$ cat src/rtl/core/nnis_pkg.sv
`timescale 1ns / 1ps

package nnis_pkg;

	// Configuration register map
	localparam int CFG_ADDR_W = 2;
	localparam int CFG_DATA_W = 16;
	localparam logic [CFG_ADDR_W-1:0] REG_SRC_WIDTH  = 2'd0;
	localparam logic [CFG_ADDR_W-1:0] REG_SRC_HEIGHT = 2'd1;
	localparam logic [CFG_ADDR_W-1:0] REG_SCALE      = 2'd2;

	localparam int DIM_W  = 8;
	localparam int FACT_W = 16;
	localparam int FRAC_BITS = 8;
	localparam logic [DIM_W-1:0]  RST_SRC_WIDTH  = 8'd128;
	localparam logic [DIM_W-1:0]  RST_SRC_HEIGHT = 8'd128;
	localparam logic [FACT_W-1:0] RST_SCALE      = 16'd256;

	// Item opcodes, carried in the slave-side tuser
	localparam logic OP_LOAD = 1'b0;
	localparam logic OP_READ = 1'b1;

	localparam int CHAN_W  = 16;
	localparam int COORD_W = 15;
	localparam logic [COORD_W-1:0] COORD_MAX = '1;

	localparam int IN_DATA_W  = 64;
	localparam int OUT_DATA_W = 96;

	// Divider: coordinate << FRAC_BITS over the factor, two quotient bits per step
	localparam int DIVD_W    = 24;
	localparam int DIV_STEPS = DIVD_W / 2;

	typedef struct packed {
		logic load_wr;
		logic chk;
		logic div_start;
		logic div_row;
		logic cap_x;
		logic cap_y;
		logic mul;
		logic rd;
		logic out_load;
		logic out_empty;
		logic advance;
	} dp_cmd_t;

	typedef struct packed {
		logic empty;
		logic div_done;
	} dp_sts_t;

endpackage

$ cat src/rtl/core/nnis_ctrl.sv
`timescale 1ns / 1ps

module nnis_ctrl (
	input  logic              clk,
	input  logic              arst_n,
	input  logic              in_valid,
	output logic              in_ready,
	input  logic              in_op,
	output logic              out_valid,
	input  logic              out_ready,
	input  nnis_pkg::dp_sts_t sts,
	output nnis_pkg::dp_cmd_t cmd
);

	import nnis_pkg::*;

	localparam logic [2:0] S_IDLE  = 3'd0;
	localparam logic [2:0] S_CHK   = 3'd1;
	localparam logic [2:0] S_DIVX  = 3'd2;
	localparam logic [2:0] S_DIVY  = 3'd3;
	localparam logic [2:0] S_MUL   = 3'd4;
	localparam logic [2:0] S_ADR   = 3'd5;
	localparam logic [2:0] S_EMIT  = 3'd6;
	localparam logic [2:0] S_EMPTY = 3'd7;

	logic [2:0] state_q, state_d;
	logic       out_valid_q;
	logic       in_fire;
	logic       slot_free;

	assign in_ready  = (state_q == S_IDLE);
	assign in_fire   = in_valid && in_ready;
	assign slot_free = !out_valid_q || out_ready;

	always_comb begin
		cmd     = '0;
		state_d = state_q;
		unique case (state_q)
			S_IDLE: begin
				if (in_fire) begin
					if (in_op == OP_LOAD) begin
						cmd.load_wr = 1'b1;
					end else begin
						state_d = S_CHK;
					end
				end
			end
			S_CHK: begin
				if (sts.empty) begin
					state_d = S_EMPTY;
				end else begin
					cmd.chk       = 1'b1;
					cmd.div_start = 1'b1;
					state_d       = S_DIVX;
				end
			end
			S_DIVX: begin
				if (sts.div_done) begin
					cmd.cap_x     = 1'b1;
					cmd.div_start = 1'b1;
					cmd.div_row   = 1'b1;
					state_d       = S_DIVY;
				end
			end
			S_DIVY: begin
				if (sts.div_done) begin
					cmd.cap_y = 1'b1;
					state_d   = S_MUL;
				end
			end
			S_MUL: begin
				cmd.mul = 1'b1;
				state_d = S_ADR;
			end
			S_ADR: begin
				cmd.rd  = 1'b1;
				state_d = S_EMIT;
			end
			S_EMIT: begin
				if (slot_free) begin
					cmd.out_load = 1'b1;
					cmd.advance  = 1'b1;
					state_d      = S_IDLE;
				end
			end
			S_EMPTY: begin
				if (slot_free) begin
					cmd.out_load  = 1'b1;
					cmd.out_empty = 1'b1;
					state_d       = S_IDLE;
				end
			end
		endcase
	end

	always_ff @(posedge clk or negedge arst_n) begin
		if (!arst_n) begin
			state_q     <= S_IDLE;
			out_valid_q <= 1'b0;
		end else begin
			state_q <= state_d;
			if (cmd.out_load) begin
				out_valid_q <= 1'b1;
			end else if (out_ready) begin
				out_valid_q <= 1'b0;
			end
		end
	end

	assign out_valid = out_valid_q;

endmodule

$ cat config.mk
export PLATFORM = sky130hd
export DESIGN_NAME = nnis_ctrl
export DESIGN_NICKNAME = d
export VERILOG_FILES = /design/src/rtl/core/nnis_pkg.sv /design/src/rtl/core/nnis_ctrl.sv
export SDC_FILE = /design/constraint.sdc
export NUM_CORES = 1
export LEC_CHECK = 0
export BUFFER_PORTS_ARGS = -buffer_cell sky130_fd_sc_hd__buf_2
export CAP_MARGIN = 20
export CORE_AREA = 5 5 42 44
export CTS_CLUSTER_DIAMETER = 80
export DETAILED_ROUTE_END_ITERATION = 10
export DIE_AREA = 0 0 47 49
export PLACE_DENSITY_LB_ADDON = 0.08
export SETUP_SLACK_MARGIN = 0.02
export SLEW_MARGIN = 20
export SYNTH_ARGS = -nofsm -noshare
export SYNTH_HDL_FRONTEND = slang
export SYNTH_SLANG_ARGS = --single-unit
$ cat constraint.sdc
create_clock -name clk -period 1.25 [get_ports clk]
set_input_delay 0.0625 -clock clk [delete_from_list [all_inputs] [get_ports clk]]
set_output_delay 0.0625 -clock clk [all_outputs]
set_load 0.01 [all_outputs]
== Yosys cells after proc, flatten, opt, wreduce, memory -nomap -nowiden ==
Cells that the tools add are included.

* Equal/unequal tests: 12
* Mux-type cells: 26
* Reduce and logical (&&, ||, !) cells: 7

{| class="wikitable"
|+ Operators with widths
! cell !! count
|-
| 3-bit two-way mux || 7
|-
| 3-bit one-hot mux with 7 select lines || 1
|-
| 1-bit two-way mux || 13
|-
| 3-bit == test (second input constant) || 4
|-
| 3-bit by 2-bit == test with 1-bit output (second input constant) || 2
|-
| 2-bit two-way mux || 3
|-
| 2-bit by 1-bit inequality test with 1-bit output (second input constant) || 3
|-
| 5-bit AND reduction || 1
|-
| 2-bit inequality test (second input constant) || 2
|-
| 1-bit one-hot mux with 2 select lines || 2
|-
| 3-bit by 1-bit == test with 1-bit output (second input constant) || 1
|-
| 3-bit logical NOT || 1
|-
| 2-bit nonzero test || 1
|-
| 2-bit OR reduction || 1
|-
| 1-bit logical AND || 1
|-
| 1-bit logical NOT || 1
|-
| 1-bit logical OR || 1
|}

* Flip-flop bits (word level): 4
* Output and inout port bits: 13
* Word-level logic and storage cells: 47

== Longest topological paths before layout ==
* Depth after elaboration: 5
* Mapped depth: 4
* Mapped depth without buffers: 3

== Least setup slack after synthesis ==
No wires, ideal clock.

* Path kind: register to output
* Start point: register state_q[1]
* End point: output cmd[8] (netlist name)
* Data arrival time: 1.045 ns
* Data required time: 1.188 ns
* Slack: 0.143 ns
* Cell stages (with the launch flop): 3
* Path buffers: 0
* Path through: dfrtp_1 nor4b_2 o21bai_1

{| class="wikitable"
|+ RTL lines
! item !! line !! text
|-
| start, declared || nnis_ctrl.sv:26 || <nowiki>logic [2:0] state_q, state_d;</nowiki>
|-
| start signal, assigned || nnis_ctrl.sv:101 || <nowiki>state_q <= state_d;</nowiki>
|-
| end, declared || nnis_ctrl.sv:12 || <nowiki>output nnis_pkg::dp_cmd_t cmd</nowiki>
|}

==> impl_metrics.yaml <==
status:
  run_status: "finished, violations left"
  violations: "negative setup slack"
place:
  dp_worst_setup_slack_ns: 0.108
  detailed_place_hpwl_um: 716
  finalWeightedCongestion: 0.666
  portBuffers: 19
timing:
  maximum_clock_skew_at_final_layout_ns: 0.00562
  finalWorstPathRequiredPeriod_ns: 1.34
  number_of_hold_violations_in_the_final_report: 0
  final-setup-viol-count: 5
  final_critical_path_setup_slack_ns: -0.0864
  upper_clock_frequency_limit_mhz: 748
  min_period_over_period_pct: 107
  grt_setup_unrepaired: "true"
  timing_max_transition_violations_final: 0
  max_slew.worst_pin.slew_ns: 0.189
  slew_headroom_pct: 87.3
clock_tree:
  worstSkewPairLatency_ns: 0.24
  number_of_buffers_between_clock_root_and_the_deepest_sink: 2
  cts_tree: "built"
  cts_sinks: 4
  cts.reportedPaths.clkPinSlew_ns: 0.04
  h-tree-depth: 1
  tritoncts_buffer_count: 3
  clk_root_buffer_cell: "sky130_fd_sc_hd__clkbuf_4"
worst_setup_path:
  reg2reg_from: "out_valid$_DFFE_PN0P_"
  cp-start-kind: "register"
  required_ns: 1.19
  worst_ep_arrival_time_ns: 1.27
  worstSetupEndpointType: "output port"
  critical_path_class: "register to output port"
  crit_fanout: 6
  critPathLaunch: "state_q[2]$_DFFE_PN0P_"
global_route:
  number_of_antenna_violations_at_the_first_check_in_global_routing: 0
  grt_max_degree: 7
  globalRoute.totalOverflow: 0
  grt_use_total_pct: 10.8
  first_global_vias: 418
  grt_pass1_wl_um: 1780
yosys:
  synth_top_area_share_pct: 27.4
  netlist.top_cell.by_area: "sky130_fd_sc_hd__dfrtp_1"
  synth.distinct_cells: 27
  synth_area_um2: 365
  yosys_register_bits: 4
  synth_cells: 39
  synth.yosys.warnings: 0
  synthMostInstantiatedCell: "sky130_fd_sc_hd__dfrtp_1"
  ys_top_cells_by_area: "sky130_fd_sc_hd__dfrtp_1 (27%), sky130_fd_sc_hd__buf_6 (6.2%), sky130_fd_sc_hd__nor2b_2 (4.8%), sky130_fd_sc_hd__o32ai_2 (4.5%), sky130_fd_sc_hd__a21oi_1 (4.1%)"
  postSynth.asyncResetShare_pct: 100
  synthTopCellsByCount: "sky130_fd_sc_hd__dfrtp_1 (4), sky130_fd_sc_hd__a21oi_1 (3), sky130_fd_sc_hd__nor2_1 (3)"
  synth.yosys.seq_area_share_pct: 27.4
  syn_nets: 46
  most_used_dff_post_synth: "sky130_fd_sc_hd__dfrtp_1"
  syn_avg_cell_area_um2: 9.37
  count_of_flip_flops_with_a_built_in_enable_after_synthesis: 0
layout:
  area_overhead_of_the_layout_relative_to_synthesis_pct: 79.8
  n_antenna_cell: 0
  layout.nets: 80
  final_core_util_pct: 46.9
  fill_cell_total_of_the_finished_layout: 138
  final_layout_size_suffix_gt1_share_pct: 76.1
route:
  number_of_design_rule_violations_left_by_the_first_detailed_router_iteration: 4
  vias_per_cell: 4.67
  wl_per_cell_um: 12.4
  routed-via-count: 406
  detailedRoute.firstPassIterationCount: 4
  wirelength_um: 1080
  antenna_violating_nets_left: 0
  drc: 0
min_path:
  worst_min_delay_path_class: "input port to register"
  hp-start: "out_ready"
floorplan:
  initial_core_util_pct: 26.1
  std_cell_rows: 14
  die-height_um: 49
  design.portCount: 20
  dieArea_mm2: 0.00230
  dieWidth_um: 47
  core_region_area_mm2: 0.00140
pwr:
  peakVddDrop_v: 0.00107
  total_power_mw: 1.67
  swShare_pct: 42.3
  seq_power_share_pct: 20.6
  switching_power_uw: 707
  clkPwrFrac_pct: 9.9
  cell_pwr_density_mw_per_mm2: 2540
  power_report.internal_total_uw: 962
  static-leakage-power_nw: 0.337
  power_frac_comb_pct: 69.6
flow_run:
  max_cap_viol_count: 0
-- logic make-up after synthesis --
group	Yosys count	synth area share (%)
muxes	1	2.74
DFF	4	27.4
AOI/OAI and AO/OA	10	21.2
and+or+nand+nor	20	38.4
buffers and inverters	4	10.3
-- worst paths after layout --
| check | depth (start not counted) | endpoint | slack (ns) |
|---|---|---|---|
| max | 4 | cmd[10] | -0.09 |
| min | 3 | out_valid$_DFFE_PN0P_ | 0.13 |
| max reg2reg | 4 | state_q[0]$_DFFE_PN0P_ | 0.12 |
| min reg2reg | 2 | out_valid$_DFFE_PN0P_ | 0.54 |
| max in group asynchronous | 2 | state_q[1]$_DFFE_PN0P_ | 0.95 |
| min in group asynchronous | 2 | out_valid$_DFFE_PN0P_ | 0.16 |
-- worst max-delay path: stages, from the launching register on --
cell	delay [ns]
sky130_fd_sc_hd__dfrtp_2	0.46
sky130_fd_sc_hd__buf_4	0.19
sky130_fd_sc_hd__nor3_4	0.11
sky130_fd_sc_hd__and3b_1	0.16
sky130_fd_sc_hd__buf_2	0.12
-- power groups by stage --
stage	Clock (mW)	Sequential (mW)	Combinational (mW)
6_report	0.165	0.343	1.16
5_1_grt	0.190	0.361	1.26
4_1_cts	0.170	0.333	0.999
3_5_place_dp	0	0.331	0.760
3_3_place_gp	0	0.332	0.767
2_1_floorplan	0	0.274	0.587
-- per-layer routing --
metal | up-vias | track usage, % | share of wire [%]
met2 | 17 | 17.0 | 51
li1 | 202 | - | -
met4 | 0 | 2.76 | 0
met5 | - | 0 | 0
met3 | 0 | 7.01 | 10
met1 | 187 | 11.8 | 38
-- per-stage QoR --
stage          TNS [ns]  area, um^2  instances  hold WS (ns)
4_1_cts          -0.308         593         85         0.107
3_3_place_gp          0         480         75        -0.125
5_1_grt          -0.876         657         87         0.139
2_1_floorplan         0         365         39        -0.233
6_report         -0.251         657         87         0.126
3_5_place_dp          0         480         75        -0.126
-- layout by cell type (no fill, tap or decap), drive strengths merged --
cell type,Yosys,final
nor4b,1,1
dlygate4sd3,0,1
and2b,2,2
a22o,1,1
clkbuf,0,3
and2,2,2
and3b,2,2
o21a,1,1
nand2b,1,1
a21oi,3,3
nand2,3,3
a211oi,1,1
mux2i,1,1
nor2,4,4
nor3,2,2
buf,4,32
o21ai,2,2
o32ai,1,1
nor2b,2,2
and3,1,1
o21bai,1,1
dfrtp,4,4
-- layout make-up --
class	count	area (um^2)	share of cell area [%]
Multi-Input combinational cell	31	282	42.9
Timing Repair Buffer	33	229	34.9
Sequential cell	4	104	15.8
Clock buffer	3	22.5	3.43
Tap cell	16	20.0	3.05
-- flip-flops by register name, indices dropped and copies added (netlist names) --
signal	count
out_valid	1
state_q	3
-- repair_timing --
item,4_1_cts,5_1_grt
hold buffers,1,0
gates resized for setup,10,10
cloned,0,0
pin swaps,2,3
setup endpoints to repair,10,12
setup buffers,6,2
hold endpoints to repair,4,0
Power figures use the tool's default switching activity.
